### src/rtl/tetration_mod_assert.svh
// ----------------------------------------------------------------------------
// tetration_mod_assert.svh
// assertion macros for the tetration modulo block
// ----------------------------------------------------------------------------
`ifndef TETRATION_MOD_ASSERT_SVH
`define TETRATION_MOD_ASSERT_SVH

`ifndef SYNTH
`define TETM_ASSERT(lbl, prop) \
  lbl: assert property (@(posedge clk) disable iff (rst) (prop)) else $error("assertion failed");
`define TETM_ASSERT_NEXT(lbl, pre, post) \
  lbl: assert property (@(posedge clk) disable iff (rst) (pre) |=> (post)) else $error("assertion failed");
`else
`define TETM_ASSERT(lbl, prop)
`define TETM_ASSERT_NEXT(lbl, pre, post)
`endif

`endif

### src/rtl/tetm_pkg.sv
// ----------------------------------------------------------------------------
// tetm_pkg
// shared types and constants for the tetration modulo block
// ----------------------------------------------------------------------------
package tetm_pkg;

  localparam int FIELD_W = 32;
  localparam int S_DATA_W = 3 * FIELD_W;
  localparam int M_DATA_W = FIELD_W;

  typedef enum logic [5:0] {
    C_NOP, C_LOAD, C_ZERO_R, C_CH_INIT, C_TOT_INIT, C_DIV_NP, C_P_INC, C_SAVE_Q,
    C_DIV_TRP, C_MUL_TRP, C_TR_SET, C_N_Q, C_DIV_TRN, C_MUL_TRN, C_CH_PUSH,
    C_PUSH_MUL, C_R_ONE, C_DIV_ACV, C_R_REM, C_T_PAR, C_CT_INIT, C_CT_INC,
    C_T_ONE, C_T_ZERO, C_CP_INIT, C_MUL_CP, C_CP_STEP, C_T_CP, C_RD_HI, C_RD_LO,
    C_SET_E, C_DIV_AMD, C_PW_INIT, C_MUL_RX, C_R_MUL, C_MUL_XX, C_X_MUL,
    C_LV_DEC, C_OUT
  } dp_cmd_t;

  typedef enum logic [4:0] {
    S_IDLE, S_CHK, S_CH_TEST, S_T_DIV, S_T_DIVW, S_T_RDIV, S_T_RDIVW, S_T_RMULW,
    S_T_STRIP, S_T_STRIPW, S_T_FIN, S_T_FDIVW, S_T_FMULW, S_TOP, S_TOP_W, S_CT,
    S_CT_LOOP, S_CP, S_CP_MUL, S_CP_MULW, S_CP_CHK, S_DESC, S_RD_LO, S_SET_E,
    S_PW_DIV, S_PW_DIVW, S_PW_LOOP, S_PW_RW, S_PW_SQ, S_PW_XW, S_LV_DEC, S_FINISH
  } state_t;

  typedef struct packed {
    logic div_done;
    logic mul_done;
    logic m_zero;
    logic cv_one;
    logic h_gt;
    logic lv_max;
    logic h_zero;
    logic q_lt_p;
    logic rem_zero;
    logic n_gt1;
    logic a_zero;
    logic a_one;
    logic t_zero;
    logic ct_done;
    logic cp_sat;
    logic kc_done;
    logic lv_zero;
    logic es_zero;
    logic es_lsb;
  } dp_status_t;

endpackage

### src/rtl/tetm_div.sv
// ----------------------------------------------------------------------------
// tetm_div
// restoring divider, one quotient bit per cycle
// ----------------------------------------------------------------------------
module tetm_div #(
  parameter int W = 32
) (
  input  logic         clk,
  input  logic         rst,
  input  logic         start,
  input  logic [W-1:0] dividend,
  input  logic [W-1:0] divisor,
  output logic         done,
  output logic [W-1:0] quo,
  output logic [W-1:0] rem
);

  localparam int CW = $clog2(W + 1);

  logic          busy;
  logic [CW-1:0] cnt;
  logic [W-1:0]  dv;
  logic [W:0]    trial;
  logic [W:0]    diff;
  logic          ge;

  assign trial = {rem, quo[W-1]};
  assign diff  = trial - {1'b0, dv};
  assign ge    = trial >= {1'b0, dv};

  always_ff @(posedge clk) begin
    if (rst) begin
      busy <= 1'b0;
      done <= 1'b0;
    end else begin
      done <= 1'b0;
      if (start) begin
        busy <= 1'b1;
        rem  <= '0;
        quo  <= dividend;
        dv   <= divisor;
        cnt  <= CW'(W);
      end else if (busy) begin
        rem <= ge ? diff[W-1:0] : trial[W-1:0];
        quo <= {quo[W-2:0], ge};
        cnt <= cnt - CW'(1);
        if (cnt == CW'(1)) begin
          busy <= 1'b0;
          done <= 1'b1;
        end
      end
    end
  end

endmodule

### src/rtl/tetm_mul.sv
// ----------------------------------------------------------------------------
// tetm_mul
// serial multiplier, modular or saturating at 2^W, msb first
// ----------------------------------------------------------------------------
module tetm_mul #(
  parameter int W = 32
) (
  input  logic         clk,
  input  logic         rst,
  input  logic         start,
  input  logic         sat,
  input  logic [W-1:0] x,
  input  logic [W-1:0] y,
  input  logic [W-1:0] md,
  output logic         done,
  output logic [W:0]   prod
);

  localparam int CW = $clog2(W + 1);
  localparam logic [W+1:0] SAT_LIM = (W+2)'(1) << W;

  logic          busy;
  logic          phase;
  logic          satr;
  logic [CW-1:0] cnt;
  logic [W-1:0]  xr;
  logic [W-1:0]  ys;
  logic [W-1:0]  mr;
  logic [W+1:0]  lim;
  logic [W+1:0]  v;
  logic [W+1:0]  red;

  assign lim  = satr ? SAT_LIM : {2'b00, mr};
  assign v    = phase ? ({1'b0, prod} + {2'b00, xr}) : {prod, 1'b0};
  assign red  = (v >= lim) ? (satr ? lim : v - lim) : v;

  always_ff @(posedge clk) begin
    if (rst) begin
      busy <= 1'b0;
      done <= 1'b0;
    end else begin
      done <= 1'b0;
      if (start) begin
        busy  <= 1'b1;
        phase <= 1'b0;
        prod  <= '0;
        xr    <= x;
        ys    <= y;
        mr    <= md;
        satr  <= sat;
        cnt   <= CW'(W);
      end else if (busy) begin
        prod <= red[W:0];
        if (!phase && ys[W-1]) begin
          phase <= 1'b1;
        end else begin
          phase <= 1'b0;
          ys    <= ys << 1;
          cnt   <= cnt - CW'(1);
          if (cnt == CW'(1)) begin
            busy <= 1'b0;
            done <= 1'b1;
          end
        end
      end
    end
  end

endmodule

### src/rtl/tetm_dp.sv
// ----------------------------------------------------------------------------
// tetm_dp
// datapath: operand registers, totient chain memory, divider and multiplier
// ----------------------------------------------------------------------------
module tetm_dp #(
  parameter int W = 32,
  parameter int D = 66
) (
  input  logic                      clk,
  input  logic                      rst,
  input  tetm_pkg::dp_cmd_t         cmd,
  input  logic [tetm_pkg::S_DATA_W-1:0] s_tdata,
  output tetm_pkg::dp_status_t      st,
  output logic [tetm_pkg::M_DATA_W-1:0] m_tdata
);

  localparam int LVW = $clog2(D);
  localparam logic [W:0] SAT = (W+1)'(1) << W;

  logic [W-1:0]   a, h, m, cv, n, p, tr, qs, r, ph, md, xb;
  logic [W:0]     t, cp, kc, es;
  logic [3:0]     ct;
  logic [LVW-1:0] lv;
  logic [W-1:0]   s_len;

  logic [W-1:0]   mem [D];
  logic [W-1:0]   rdata;
  logic           wr_en;
  logic [LVW-1:0] wr_addr, rd_addr;
  logic [W-1:0]   wr_data;

  logic           div_start, div_done;
  logic [W-1:0]   div_a, div_b, div_q, div_r;
  logic           mul_start, mul_sat, mul_done;
  logic [W-1:0]   mul_x, mul_y;
  logic [W:0]     mul_prod;

  assign s_len = h - W'(lv);

  always_comb begin
    wr_en   = 1'b0;
    wr_addr = lv + LVW'(1);
    wr_data = tr;
    case (cmd)
      tetm_pkg::C_CH_INIT: begin
        wr_en   = 1'b1;
        wr_addr = '0;
        wr_data = m;
      end
      tetm_pkg::C_CH_PUSH: wr_en = 1'b1;
      tetm_pkg::C_PUSH_MUL: begin
        wr_en   = 1'b1;
        wr_data = mul_prod[W-1:0];
      end
      default: ;
    endcase
  end

  assign rd_addr = (cmd == tetm_pkg::C_RD_HI) ? lv : lv - LVW'(1);

  always_ff @(posedge clk) begin
    if (wr_en) begin
      mem[wr_addr] <= wr_data;
    end
    rdata <= mem[rd_addr];
  end

  always_comb begin
    div_start = 1'b1;
    div_a     = n;
    div_b     = p;
    case (cmd)
      tetm_pkg::C_DIV_NP: ;
      tetm_pkg::C_DIV_TRP: div_a = tr;
      tetm_pkg::C_DIV_TRN: begin
        div_a = tr;
        div_b = n;
      end
      tetm_pkg::C_DIV_ACV: begin
        div_a = a;
        div_b = cv;
      end
      tetm_pkg::C_DIV_AMD: begin
        div_a = a;
        div_b = md;
      end
      default: div_start = 1'b0;
    endcase
  end

  always_comb begin
    mul_start = 1'b1;
    mul_sat   = 1'b1;
    mul_x     = div_q;
    mul_y     = p - W'(1);
    case (cmd)
      tetm_pkg::C_MUL_TRP: ;
      tetm_pkg::C_MUL_TRN: mul_y = n - W'(1);
      tetm_pkg::C_MUL_CP: begin
        mul_x = a;
        mul_y = cp[W-1:0];
      end
      tetm_pkg::C_MUL_RX: begin
        mul_sat = 1'b0;
        mul_x   = xb;
        mul_y   = r;
      end
      tetm_pkg::C_MUL_XX: begin
        mul_sat = 1'b0;
        mul_x   = xb;
        mul_y   = xb;
      end
      default: mul_start = 1'b0;
    endcase
  end

  tetm_div #(.W(W)) u_div (
    .clk      (clk),
    .rst      (rst),
    .start    (div_start),
    .dividend (div_a),
    .divisor  (div_b),
    .done     (div_done),
    .quo      (div_q),
    .rem      (div_r)
  );

  tetm_mul #(.W(W)) u_mul (
    .clk   (clk),
    .rst   (rst),
    .start (mul_start),
    .sat   (mul_sat),
    .x     (mul_x),
    .y     (mul_y),
    .md    (md),
    .done  (mul_done),
    .prod  (mul_prod)
  );

  always_ff @(posedge clk) begin
    case (cmd)
      tetm_pkg::C_LOAD: begin
        a <= W'(s_tdata[tetm_pkg::FIELD_W-1:0]);
        h <= W'(s_tdata[2*tetm_pkg::FIELD_W-1:tetm_pkg::FIELD_W]);
        m <= W'(s_tdata[3*tetm_pkg::FIELD_W-1:2*tetm_pkg::FIELD_W]);
      end
      tetm_pkg::C_ZERO_R: r <= '0;
      tetm_pkg::C_CH_INIT: begin
        lv <= '0;
        cv <= m;
      end
      tetm_pkg::C_TOT_INIT: begin
        n  <= cv;
        tr <= cv;
        p  <= W'(2);
      end
      tetm_pkg::C_P_INC: p <= p + W'(1);
      tetm_pkg::C_SAVE_Q: qs <= div_q;
      tetm_pkg::C_TR_SET: begin
        tr <= mul_prod[W-1:0];
        n  <= qs;
      end
      tetm_pkg::C_N_Q: n <= div_q;
      tetm_pkg::C_CH_PUSH: begin
        lv <= lv + LVW'(1);
        cv <= tr;
      end
      tetm_pkg::C_PUSH_MUL: begin
        lv <= lv + LVW'(1);
        cv <= mul_prod[W-1:0];
      end
      tetm_pkg::C_R_ONE: r <= W'(1);
      tetm_pkg::C_R_REM: r <= div_r;
      tetm_pkg::C_T_PAR: t <= s_len[0] ? '0 : (W+1)'(1);
      tetm_pkg::C_CT_INIT: begin
        ct <= '0;
        t  <= (W+1)'(1);
      end
      tetm_pkg::C_CT_INC: ct <= ct + 4'd1;
      tetm_pkg::C_T_ONE: t <= (W+1)'(1);
      tetm_pkg::C_T_ZERO: t <= '0;
      tetm_pkg::C_CP_INIT: begin
        cp <= (W+1)'(1);
        kc <= '0;
      end
      tetm_pkg::C_CP_STEP: begin
        cp <= mul_prod;
        kc <= kc + (W+1)'(1);
      end
      tetm_pkg::C_T_CP: t <= cp;
      tetm_pkg::C_RD_LO: ph <= rdata;
      tetm_pkg::C_SET_E: begin
        md <= rdata;
        es <= {1'b0, r} + ((t >= {1'b0, ph}) ? {1'b0, ph} : '0);
      end
      tetm_pkg::C_PW_INIT: begin
        xb <= div_r;
        r  <= (md == W'(1)) ? '0 : W'(1);
      end
      tetm_pkg::C_R_MUL: r <= mul_prod[W-1:0];
      tetm_pkg::C_X_MUL: begin
        xb <= mul_prod[W-1:0];
        es <= es >> 1;
      end
      tetm_pkg::C_LV_DEC: lv <= lv - LVW'(1);
      tetm_pkg::C_OUT: m_tdata <= tetm_pkg::M_DATA_W'(r);
      default: ;
    endcase
  end

  always_comb begin
    st.div_done = div_done;
    st.mul_done = mul_done;
    st.m_zero   = (m == '0);
    st.cv_one   = (cv == W'(1));
    st.h_gt     = ((W+1)'(h) > ((W+1)'(lv) + (W+1)'(1)));
    st.lv_max   = (lv == LVW'(D - 1));
    st.h_zero   = (h == '0);
    st.q_lt_p   = (div_q < p);
    st.rem_zero = (div_r == '0);
    st.n_gt1    = (n > W'(1));
    st.a_zero   = (a == '0);
    st.a_one    = (a == W'(1));
    st.t_zero   = (t == '0);
    st.ct_done  = (ct == 4'd8) || ((s_len < W'(8)) && (ct == s_len[3:0]));
    st.cp_sat   = (cp == SAT);
    st.kc_done  = (kc == t);
    st.lv_zero  = (lv == '0);
    st.es_zero  = (es == '0);
    st.es_lsb   = es[0];
  end

endmodule

### src/rtl/tetm_ctrl.sv
// ----------------------------------------------------------------------------
// tetm_ctrl
// sequencer for chain build, tower evaluation and result handoff
// ----------------------------------------------------------------------------
`include "tetration_mod_assert.svh"

module tetm_ctrl (
  input  logic                 clk,
  input  logic                 rst,
  input  logic                 s_tvalid,
  output logic                 s_tready,
  output logic                 m_tvalid,
  input  logic                 m_tready,
  input  tetm_pkg::dp_status_t st,
  output tetm_pkg::dp_cmd_t    cmd
);

  tetm_pkg::state_t state, state_next;
  logic ret_desc, ret_desc_next;
  logic out_valid;
  tetm_pkg::state_t ret_state;

  assign m_tvalid  = out_valid;
  assign ret_state = ret_desc ? tetm_pkg::S_LV_DEC : tetm_pkg::S_CT_LOOP;

  always_ff @(posedge clk) begin
    if (rst) begin
      state     <= tetm_pkg::S_IDLE;
      ret_desc  <= 1'b0;
      out_valid <= 1'b0;
    end else begin
      state    <= state_next;
      ret_desc <= ret_desc_next;
      if (cmd == tetm_pkg::C_OUT) begin
        out_valid <= 1'b1;
      end else if (m_tready) begin
        out_valid <= 1'b0;
      end
    end
  end

  always_comb begin
    state_next    = state;
    ret_desc_next = ret_desc;
    cmd           = tetm_pkg::C_NOP;
    s_tready      = 1'b0;
    case (state)
      tetm_pkg::S_IDLE: begin
        s_tready = 1'b1;
        if (s_tvalid) begin
          cmd        = tetm_pkg::C_LOAD;
          state_next = tetm_pkg::S_CHK;
        end
      end
      tetm_pkg::S_CHK: begin
        if (st.m_zero) begin
          cmd        = tetm_pkg::C_ZERO_R;
          state_next = tetm_pkg::S_FINISH;
        end else begin
          cmd        = tetm_pkg::C_CH_INIT;
          state_next = tetm_pkg::S_CH_TEST;
        end
      end
      tetm_pkg::S_CH_TEST: begin
        if (!st.cv_one && st.h_gt && !st.lv_max) begin
          cmd        = tetm_pkg::C_TOT_INIT;
          state_next = tetm_pkg::S_T_DIV;
        end else begin
          state_next = tetm_pkg::S_TOP;
        end
      end
      tetm_pkg::S_T_DIV: begin
        cmd        = tetm_pkg::C_DIV_NP;
        state_next = tetm_pkg::S_T_DIVW;
      end
      tetm_pkg::S_T_DIVW: begin
        if (st.div_done) begin
          if (st.q_lt_p) begin
            state_next = tetm_pkg::S_T_FIN;
          end else if (!st.rem_zero) begin
            cmd        = tetm_pkg::C_P_INC;
            state_next = tetm_pkg::S_T_DIV;
          end else begin
            cmd        = tetm_pkg::C_SAVE_Q;
            state_next = tetm_pkg::S_T_RDIV;
          end
        end
      end
      tetm_pkg::S_T_RDIV: begin
        cmd        = tetm_pkg::C_DIV_TRP;
        state_next = tetm_pkg::S_T_RDIVW;
      end
      tetm_pkg::S_T_RDIVW: begin
        if (st.div_done) begin
          cmd        = tetm_pkg::C_MUL_TRP;
          state_next = tetm_pkg::S_T_RMULW;
        end
      end
      tetm_pkg::S_T_RMULW: begin
        if (st.mul_done) begin
          cmd        = tetm_pkg::C_TR_SET;
          state_next = tetm_pkg::S_T_STRIP;
        end
      end
      tetm_pkg::S_T_STRIP: begin
        cmd        = tetm_pkg::C_DIV_NP;
        state_next = tetm_pkg::S_T_STRIPW;
      end
      tetm_pkg::S_T_STRIPW: begin
        if (st.div_done) begin
          if (st.rem_zero) begin
            cmd        = tetm_pkg::C_N_Q;
            state_next = tetm_pkg::S_T_STRIP;
          end else begin
            cmd        = tetm_pkg::C_P_INC;
            state_next = tetm_pkg::S_T_DIV;
          end
        end
      end
      tetm_pkg::S_T_FIN: begin
        if (st.n_gt1) begin
          cmd        = tetm_pkg::C_DIV_TRN;
          state_next = tetm_pkg::S_T_FDIVW;
        end else begin
          cmd        = tetm_pkg::C_CH_PUSH;
          state_next = tetm_pkg::S_CH_TEST;
        end
      end
      tetm_pkg::S_T_FDIVW: begin
        if (st.div_done) begin
          cmd        = tetm_pkg::C_MUL_TRN;
          state_next = tetm_pkg::S_T_FMULW;
        end
      end
      tetm_pkg::S_T_FMULW: begin
        if (st.mul_done) begin
          cmd        = tetm_pkg::C_PUSH_MUL;
          state_next = tetm_pkg::S_CH_TEST;
        end
      end
      tetm_pkg::S_TOP: begin
        if (st.cv_one || st.h_gt) begin
          cmd        = tetm_pkg::C_ZERO_R;
          state_next = tetm_pkg::S_CT;
        end else if (st.h_zero) begin
          cmd        = tetm_pkg::C_R_ONE;
          state_next = tetm_pkg::S_CT;
        end else begin
          cmd        = tetm_pkg::C_DIV_ACV;
          state_next = tetm_pkg::S_TOP_W;
        end
      end
      tetm_pkg::S_TOP_W: begin
        if (st.div_done) begin
          cmd        = tetm_pkg::C_R_REM;
          state_next = tetm_pkg::S_CT;
        end
      end
      tetm_pkg::S_CT: begin
        if (st.a_zero) begin
          cmd        = tetm_pkg::C_T_PAR;
          state_next = tetm_pkg::S_DESC;
        end else begin
          cmd        = tetm_pkg::C_CT_INIT;
          state_next = tetm_pkg::S_CT_LOOP;
        end
      end
      tetm_pkg::S_CT_LOOP: begin
        if (st.ct_done) begin
          state_next = tetm_pkg::S_DESC;
        end else begin
          cmd           = tetm_pkg::C_CT_INC;
          ret_desc_next = 1'b0;
          state_next    = tetm_pkg::S_CP;
        end
      end
      tetm_pkg::S_CP: begin
        if (st.t_zero || (st.a_one && !st.a_zero)) begin
          cmd        = tetm_pkg::C_T_ONE;
          state_next = ret_state;
        end else if (st.a_zero) begin
          cmd        = tetm_pkg::C_T_ZERO;
          state_next = ret_state;
        end else begin
          cmd        = tetm_pkg::C_CP_INIT;
          state_next = tetm_pkg::S_CP_MUL;
        end
      end
      tetm_pkg::S_CP_MUL: begin
        cmd        = tetm_pkg::C_MUL_CP;
        state_next = tetm_pkg::S_CP_MULW;
      end
      tetm_pkg::S_CP_MULW: begin
        if (st.mul_done) begin
          cmd        = tetm_pkg::C_CP_STEP;
          state_next = tetm_pkg::S_CP_CHK;
        end
      end
      tetm_pkg::S_CP_CHK: begin
        if (st.cp_sat || st.kc_done) begin
          cmd        = tetm_pkg::C_T_CP;
          state_next = ret_state;
        end else begin
          state_next = tetm_pkg::S_CP_MUL;
        end
      end
      tetm_pkg::S_DESC: begin
        if (st.lv_zero) begin
          state_next = tetm_pkg::S_FINISH;
        end else begin
          cmd        = tetm_pkg::C_RD_HI;
          state_next = tetm_pkg::S_RD_LO;
        end
      end
      tetm_pkg::S_RD_LO: begin
        cmd        = tetm_pkg::C_RD_LO;
        state_next = tetm_pkg::S_SET_E;
      end
      tetm_pkg::S_SET_E: begin
        cmd        = tetm_pkg::C_SET_E;
        state_next = tetm_pkg::S_PW_DIV;
      end
      tetm_pkg::S_PW_DIV: begin
        cmd        = tetm_pkg::C_DIV_AMD;
        state_next = tetm_pkg::S_PW_DIVW;
      end
      tetm_pkg::S_PW_DIVW: begin
        if (st.div_done) begin
          cmd        = tetm_pkg::C_PW_INIT;
          state_next = tetm_pkg::S_PW_LOOP;
        end
      end
      tetm_pkg::S_PW_LOOP: begin
        if (st.es_zero) begin
          ret_desc_next = 1'b1;
          state_next    = tetm_pkg::S_CP;
        end else if (st.es_lsb) begin
          cmd        = tetm_pkg::C_MUL_RX;
          state_next = tetm_pkg::S_PW_RW;
        end else begin
          cmd        = tetm_pkg::C_MUL_XX;
          state_next = tetm_pkg::S_PW_XW;
        end
      end
      tetm_pkg::S_PW_RW: begin
        if (st.mul_done) begin
          cmd        = tetm_pkg::C_R_MUL;
          state_next = tetm_pkg::S_PW_SQ;
        end
      end
      tetm_pkg::S_PW_SQ: begin
        cmd        = tetm_pkg::C_MUL_XX;
        state_next = tetm_pkg::S_PW_XW;
      end
      tetm_pkg::S_PW_XW: begin
        if (st.mul_done) begin
          cmd        = tetm_pkg::C_X_MUL;
          state_next = tetm_pkg::S_PW_LOOP;
        end
      end
      tetm_pkg::S_LV_DEC: begin
        cmd        = tetm_pkg::C_LV_DEC;
        state_next = tetm_pkg::S_DESC;
      end
      tetm_pkg::S_FINISH: begin
        if (!out_valid || m_tready) begin
          cmd        = tetm_pkg::C_OUT;
          state_next = tetm_pkg::S_IDLE;
        end
      end
      default: state_next = tetm_pkg::S_IDLE;
    endcase
  end

  `TETM_ASSERT(a_out_free, (cmd == tetm_pkg::C_OUT) |-> (!out_valid || m_tready))
  `TETM_ASSERT_NEXT(a_out_set, cmd == tetm_pkg::C_OUT, out_valid)
  `TETM_ASSERT_NEXT(a_accept_chk, s_tvalid && s_tready, state == tetm_pkg::S_CHK)
  `TETM_ASSERT(a_dec_in_desc, (state == tetm_pkg::S_LV_DEC) |-> ret_desc)

endmodule

### src/rtl/tetration_mod.sv
// ----------------------------------------------------------------------------
// tetration_mod
// power tower of a base and height reduced by a modulus, via a totient chain
// ----------------------------------------------------------------------------
//   channel   dir  fields (lsb first)
//   s_*       in   base[31:0], height[63:32], modulus[95:64]
//   m_*       out  residue[31:0]
//
// one request at a time; chain build by trial division, one divider pass per
// candidate factor, dominates: up to about 2^(WIDTH/2) passes for a prime
// modulus, typically far fewer. each tower level runs the serial multiplier
// for every exponent bit.
// synchronous reset returns the sequencer to idle with no result pending.
// a new request is taken while a result waits; the next result waits for it.
// ----------------------------------------------------------------------------
module tetration_mod #(
  parameter int WIDTH       = 32,
  parameter int CHAIN_DEPTH = 66
) (
  input  logic                          clk,
  input  logic                          rst,
  input  logic                          s_tvalid,
  output logic                          s_tready,
  input  logic [tetm_pkg::S_DATA_W-1:0] s_tdata,  // base, height, modulus
  output logic                          m_tvalid,
  input  logic                          m_tready,
  output logic [tetm_pkg::M_DATA_W-1:0] m_tdata   // residue
);

  tetm_pkg::dp_cmd_t    cmd;
  tetm_pkg::dp_status_t st;

  tetm_ctrl u_ctrl (
    .clk      (clk),
    .rst      (rst),
    .s_tvalid (s_tvalid),
    .s_tready (s_tready),
    .m_tvalid (m_tvalid),
    .m_tready (m_tready),
    .st       (st),
    .cmd      (cmd)
  );

  tetm_dp #(.W(WIDTH), .D(CHAIN_DEPTH)) u_dp (
    .clk     (clk),
    .rst     (rst),
    .cmd     (cmd),
    .s_tdata (s_tdata),
    .st      (st),
    .m_tdata (m_tdata)
  );

endmodule

### config.mk
export PLATFORM = sky130hd
export DESIGN_NAME = tetration_mod
export DESIGN_NICKNAME = d
export VERILOG_FILES = /design/src/rtl/tetm_pkg.sv /design/src/rtl/tetm_div.sv /design/src/rtl/tetm_mul.sv /design/src/rtl/tetm_dp.sv /design/src/rtl/tetm_ctrl.sv /design/src/rtl/tetration_mod.sv
export VERILOG_INCLUDE_DIRS = /design/src /design/src/rtl
export SDC_FILE = /design/constraint.sdc
export NUM_CORES = 2
export LEC_CHECK = 0
export BUFFER_PORTS_ARGS = -buffer_cell sky130_fd_sc_hd__clkbuf_2
export CAP_MARGIN = 10
export CORE_ASPECT_RATIO = 1.5
export CORE_MARGIN = 2
export CORE_UTILIZATION = 45
export DETAILED_ROUTE_END_ITERATION = 8
export GPL_TIMING_DRIVEN = 0
export HOLD_SLACK_MARGIN = 0.15
export MAX_ROUTING_LAYER = met4
export SYNTH_ARGS = -nofsm -noshare
export SYNTH_HDL_FRONTEND = slang
export SYNTH_HIERARCHICAL = 1
export SYNTH_SLANG_ARGS = --single-unit
### constraint.sdc
create_clock -name clk -period 29.5 [get_ports clk]
set_input_delay 1.475 -clock clk [delete_from_list [all_inputs] [get_ports clk]]
set_output_delay 1.475 -clock clk [all_outputs]
set_load 0.02 [all_outputs]
Word-level counts from Yosys, hierarchy flattened
Memory sizes are Yosys's and may differ from the RTL's. A register that Yosys moved wholly into a read port is not among the register bits.
Cells that the tools add are included.
{ "classes": {"n_reduce_logical": 56, "eq_ne": 95, "bitwise_logic": 3, "muxes": 121, "n_addsub": 15, "order_cmp": 7} }
{ "op_table": {"columns": ["cell", "n"], "rows": [
  ["one-hot mux 32 bit (2 select lines)", 6],
  ["one-hot mux 32 bit (3 select lines)", 3],
  ["two-way mux 32 bit", 8],
  ["one-hot mux 33 bit (2 select lines)", 3],
  ["one-hot mux 6 bit (31 select lines)", 1],
  ["one-hot mux 32 bit (5 select lines)", 1],
  ["one-hot mux 5 bit (32 select lines)", 1],
  ["two-way mux 33 bit", 4],
  ["one-hot mux 33 bit (4 select lines)", 1],
  ["zero test 32 bit", 4],
  ["one-hot mux 32 bit (4 select lines)", 1],
  ["two-way mux 5 bit", 25],
  ["equality test 32 x 1 -> 1 bit (second input constant)", 3],
  ["equality test 6 x 5 -> 1 bit (second input constant)", 16],
  ["equality test 5 bit (second input constant)", 16],
  ["two-way mux 6 bit", 13],
  ["greater-or-equal comparator 33 x 32 -> 1 bit", 2],
  ["zero test 33 bit", 2],
  ["subtractor 32 x 1 -> 32 bit (second input constant)", 2],
  ["equality test 6 x 4 -> 1 bit (second input constant)", 8],
  ["two-way mux 4 bit", 11],
  ["equality test 6 bit (second input constant)", 7],
  ["equality test 5 x 4 -> 1 bit (second input constant)", 8],
  ["adder 33 x 32 -> 34 bit", 1],
  ["other kinds (54)", 150]
]} }
{ "totals": {"register_bits": 809, "elab_cells": 335, "output_inout_bits": 34, "ramBits": 2112, "memories": 1, "input_bits": 100} }
{ "memory_table": {"columns": ["memory", "depth", "word_bits", "read_ports", "rd_clocked_by_memory_dff", "wr", "line", "text"], "rows": [
  ["u_dp.mem", 66, 32, 1, 1, 1, "tetm_dp.sv:26", "logic [W-1:0] mem [D];"]
]} }

Logic depth before layout (Yosys ltp)
{ "logic_depth": {"word_depth": 11, "depth_mapped": 34, "ltp_nobuf": 27} }

Cells and area by module
Netlist, hierarchy kept.
{ "modules_own_cells": {"columns": ["mod", "area_per_inst_um2", "cells_each", "n_inst"], "rows": [
  ["tetm_dp", 113427.5, 8348, 1],
  ["tetm_mul", 9261.4, 891, 1],
  ["tetm_div", 6099.6, 540, 1],
  ["tetm_ctrl", 1505.2, 231, 1]
]} }

Worst setup path before layout
OpenSTA, ideal clock, no wires.
{ "synth_path": {"path_kind": "reg-to-reg", "start": "reg u_dp.lv[0]", "end": "reg u_dp.a[0] (enable)", "setup_ns": 0.668, "period_less_slack_ns": 11.261, "n_path_buf": 4, "required_time_ns": 28.832, "stages_incl_launch_ff": 24, "t_arrival_ns": 10.593, "slack_ns": 18.239, "path_cell_list": "edfxtp_1 -> clkbuf_1 -> inv_1 -> ha_1 -> clkbuf_1 -> inv_1 -> ha_1 -> nor2b_1 -> o21a_1 -> o21ai_0 -> nand2b_1 -> a21oi_1 -> o21ai_0 -> o21ai_0 -> nand2_1 -> nor2_1 -> o31ai_1 -> a221oi_1 -> a21oi_1 -> or4_1 -> buf_2 -> nand2b_1 -> clkbuf_1 -> nor3_1"} }
{ "synth_rtl": {"columns": ["element", "line", "text"], "rows": [
  ["start, declared", "tetm_dp.sv:23", "logic [LVW-1:0] lv;"],
  ["start signal, assigned", "tetm_dp.sv:165", "lv <= lv + LVW'(1);"],
  ["start signal, assigned", "tetm_dp.sv:169", "lv <= lv + LVW'(1);"],
  ["start signal, assigned", "tetm_dp.sv:205", "tetm_pkg::C_LV_DEC: lv <= lv - LVW'(1);"],
  ["end signal, assigned", "tetm_dp.sv:143", "a <= W'(s_tdata[tetm_pkg::FIELD_W-1:0]);"],
  ["end, declared", "tetm_dp.sv:20", "logic [W-1:0] a, h, m, cv, n, p, tr, qs, r, ph, md, xb;"]
]} }

==> out/qor.yml <==
fin_skew_ns: 0.0874
status: "finished with violations"
slowest_stage: "a211oi_1"
place_hpwl_um: 484000
place_congestion: 1.09
pwr-share-clk_pct: 31.5
die_x_um: 443
pwr-share-comb_pct: 24.6
io_pins: 134
gr-total-overflow: 0
cts-buffers-inserted: 297
dieArea_um2: 294000
synth_area_leaders: "edfxtp_1, nand2_1, ha_1, nand3_1, mux2i_1"
fin_util_pct: 52.0
fin_crit_ns: 10.99
pwr-share-seq_pct: 43.9
cp_data_required_time_ns: 30.12
critPathMaxFanout: 10
timing.final.ws_setup_ns: 18.51
async_reset_ff_share_pct: 0
switching_share_pct: 35.1
power_mw: 12.0
clock_latency_ns: 0.91
start_kind: "register"
postCtsSetupBuffers: 0
yosysUniqueCellTypes: 118
crit_arrival_ns: 11.61
ys.warnings.count: 6
dr.pass1.iters: 9
syn2layout_area_growth_pct: 15.3
violations: "DRC, slew limit"
p_int_mw: 7.81
setup_violations: 0
tightest_slew_ns: 1.58
synth_top_flop_cell: "edfxtp_1"
yosys_register_bits: 2953
syn-cell-area_um2: 130000
drc: 3
antenna_found_initial: 74
cts.sinks: 2953
syn-num-nets: 10300
antenna_left: 0
fmax_mhz: 91.0
rows: 242
grt_pass1_vias: 92600
synth_cells: 10000
cts_tree: "built"
period_share_pct: 37.2
p_leak_nw: 51.7
rsz0062_at_grt: "no"
hold_buffers: 0
fill_cells: 24800
cts_resized: 0
drv_cap: 0
power_per_cell_area_nw_per_um2: 80.2
drv_slew: 8
slowest_delay_ns: 1.02
ir_worst_vdd_v: 0.0000588
port_buffers: 133
final_cell_mix: "edfxtp_1, nand2_1, nand3_1"
routed_wl_um: 648000
drtIter0Drc: 14500
cts_buffer_depth: 4
num-nets-final: 11000
synth_top_area_share_pct: 67.1
grt_usage_pct: 44.6
hold_path.class: "reg2reg"
root_buffer: "clkbuf_16"
initial_core_util_pct: 45.1
dpl_worst_slack_ns: 19.15
syn_avg_cell_area_um2: 13.0
core_area_um2: 289000
slew_headroom_pct: -5.10
yosysTopAreaCell: "edfxtp_1"
wl_per_cell_um: 44.0
grt_pass1_wl_um: 843000
path_class: "reg2reg"
synth_edf_count: 2910
dieHeight_um: 663
vias_per_cell: 6.60
crit_top_cell: "o21ai_0"
hold_viol: 0
path_clk_slew_ns: 0.06
cts_max_level: 5
via_count: 97300
final_common_cell: "edfxtp_1"
switchingPower_mw: 4.23
end_kind: "register"
tns_ns: 0
yosysSeqAreaShare_pct: 67.7
drive_above_1_share_pct: 12.7
grt_max_degree: 67
-- power groups by stage --
stage	Sequential, mW	Combinational (mW)	Clock (mW)
2_1_floorplan	5.19	1.22	0
3_3_place_gp	5.43	2.60	0
3_5_place_dp	5.36	2.80	0
4_1_cts	5.27	2.81	3.81
5_1_grt	5.27	2.93	3.96
6_report	5.29	2.96	3.79
-- worst paths after layout --
| kind | from | to | slack [ns] | cells after the start |
|---|---|---|---|---|
| max | u_dp/lv[0] | u_dp/rdata[10] | 18.51 | 30 |
| min | u_dp/rdata[16] | u_dp/md[16] | 0.45 | 0 |
| max reg2reg | u_dp/lv[0] | u_dp/rdata[10] | 18.51 | 30 |
| min reg2reg | u_dp/rdata[16] | u_dp/md[16] | 0.45 | 0 |
-- metal layers --
metal / up-vias / track usage, % / routed length (µm)
met5: - / - / 0
met4: 0 / 49.4 / 92000
met3: 2597 / 9.30 / 57900
met2: 6879 / 70.1 / 304000
met1: 48500 / 43.5 / 194000
li1: 39300 / - / -
-- layout make-up --
class / instances / area (µm²) / area share (%)
Sequential cell: 2953 / 88200 / 58.8
Tap cell: 3782 / 4730 / 3.15
Timing Repair Buffer: 354 / 4580 / 3.05
Multi-Input combinational cell: 6319 / 39900 / 26.5
Antenna cell: 59 / 148 / 0.0983
Inverter: 166 / 623 / 0.415
Buffer: 572 / 2640 / 1.76
Clock buffer: 371 / 7960 / 5.30
Clock inverter: 154 / 1400 / 0.933
-- cell families after synthesis --
| logic type | share of synthesized area, % |
|---|---|
| AND/OR/NAND/NOR | 13.1 |
| XOR/XNOR | 1.88 |
| multiplexers | 3.86 |
| buffers and inverters | 2.50 |
| adder cells (fa/ha/maj) | 2.19 |
| flip-flops | 67.7 |
| AO/OA/AOI/OAI | 8.74 |
-- cells in the mapped netlist, types with 84 or more instances --
cell	instances
a21o_1	85
nand3_1	528
xor2_1	98
nand2_1	2074
edfxtp_1	2910
inv_1	161
clkbuf_1	292
mux2_2	112
a31oi_1	276
a21oi_1	242
nor2_1	439
mux2i_1	232
buf_2	177
nor3_1	105
ha_1	219
xnor2_1	181
a22oi_1	133
and2_1	112
nor4_1	93
a32oi_1	92
nand4_1	145
and3_1	107
o21ai_0	169
a221o_1	84
-- registers in the layout (all words and copies together) (netlist names), 33 cells and up --
register         count
u_dp/cp             33
u_dp/es             33
u_dp/kc             33
u_dp/mem          2112
u_dp/t              33
u_dp/u_mul/prod     33
-- through the flow --
| step | area (µm²) | hold WS, ns | instances |
|---|---|---|---|
| after floorplan | 130000 | 0.404 | 10000 |
| after global placement | 136000 | 0.421 | 13900 |
| after detailed placement | 141000 | 0.424 | 14100 |
| after CTS | 150000 | 0.438 | 14700 |
| after global routing | 150000 | 0.460 | 14700 |
| final | 150000 | 0.449 | 14700 |
-- worst max-delay path: cells and delay by family, from the launching register on --
kind                     cells  cell delay, ns
adder cells (fa/ha/maj)      2            0.66
AND/OR/NAND/NOR              9            2.82
flip-flops                   1            0.43
XOR/XNOR                     1            0.76
AO/OA/AOI/OAI               11            2.62
buffers and inverters        7            3.40
Power figures use the tool's default switching activity.
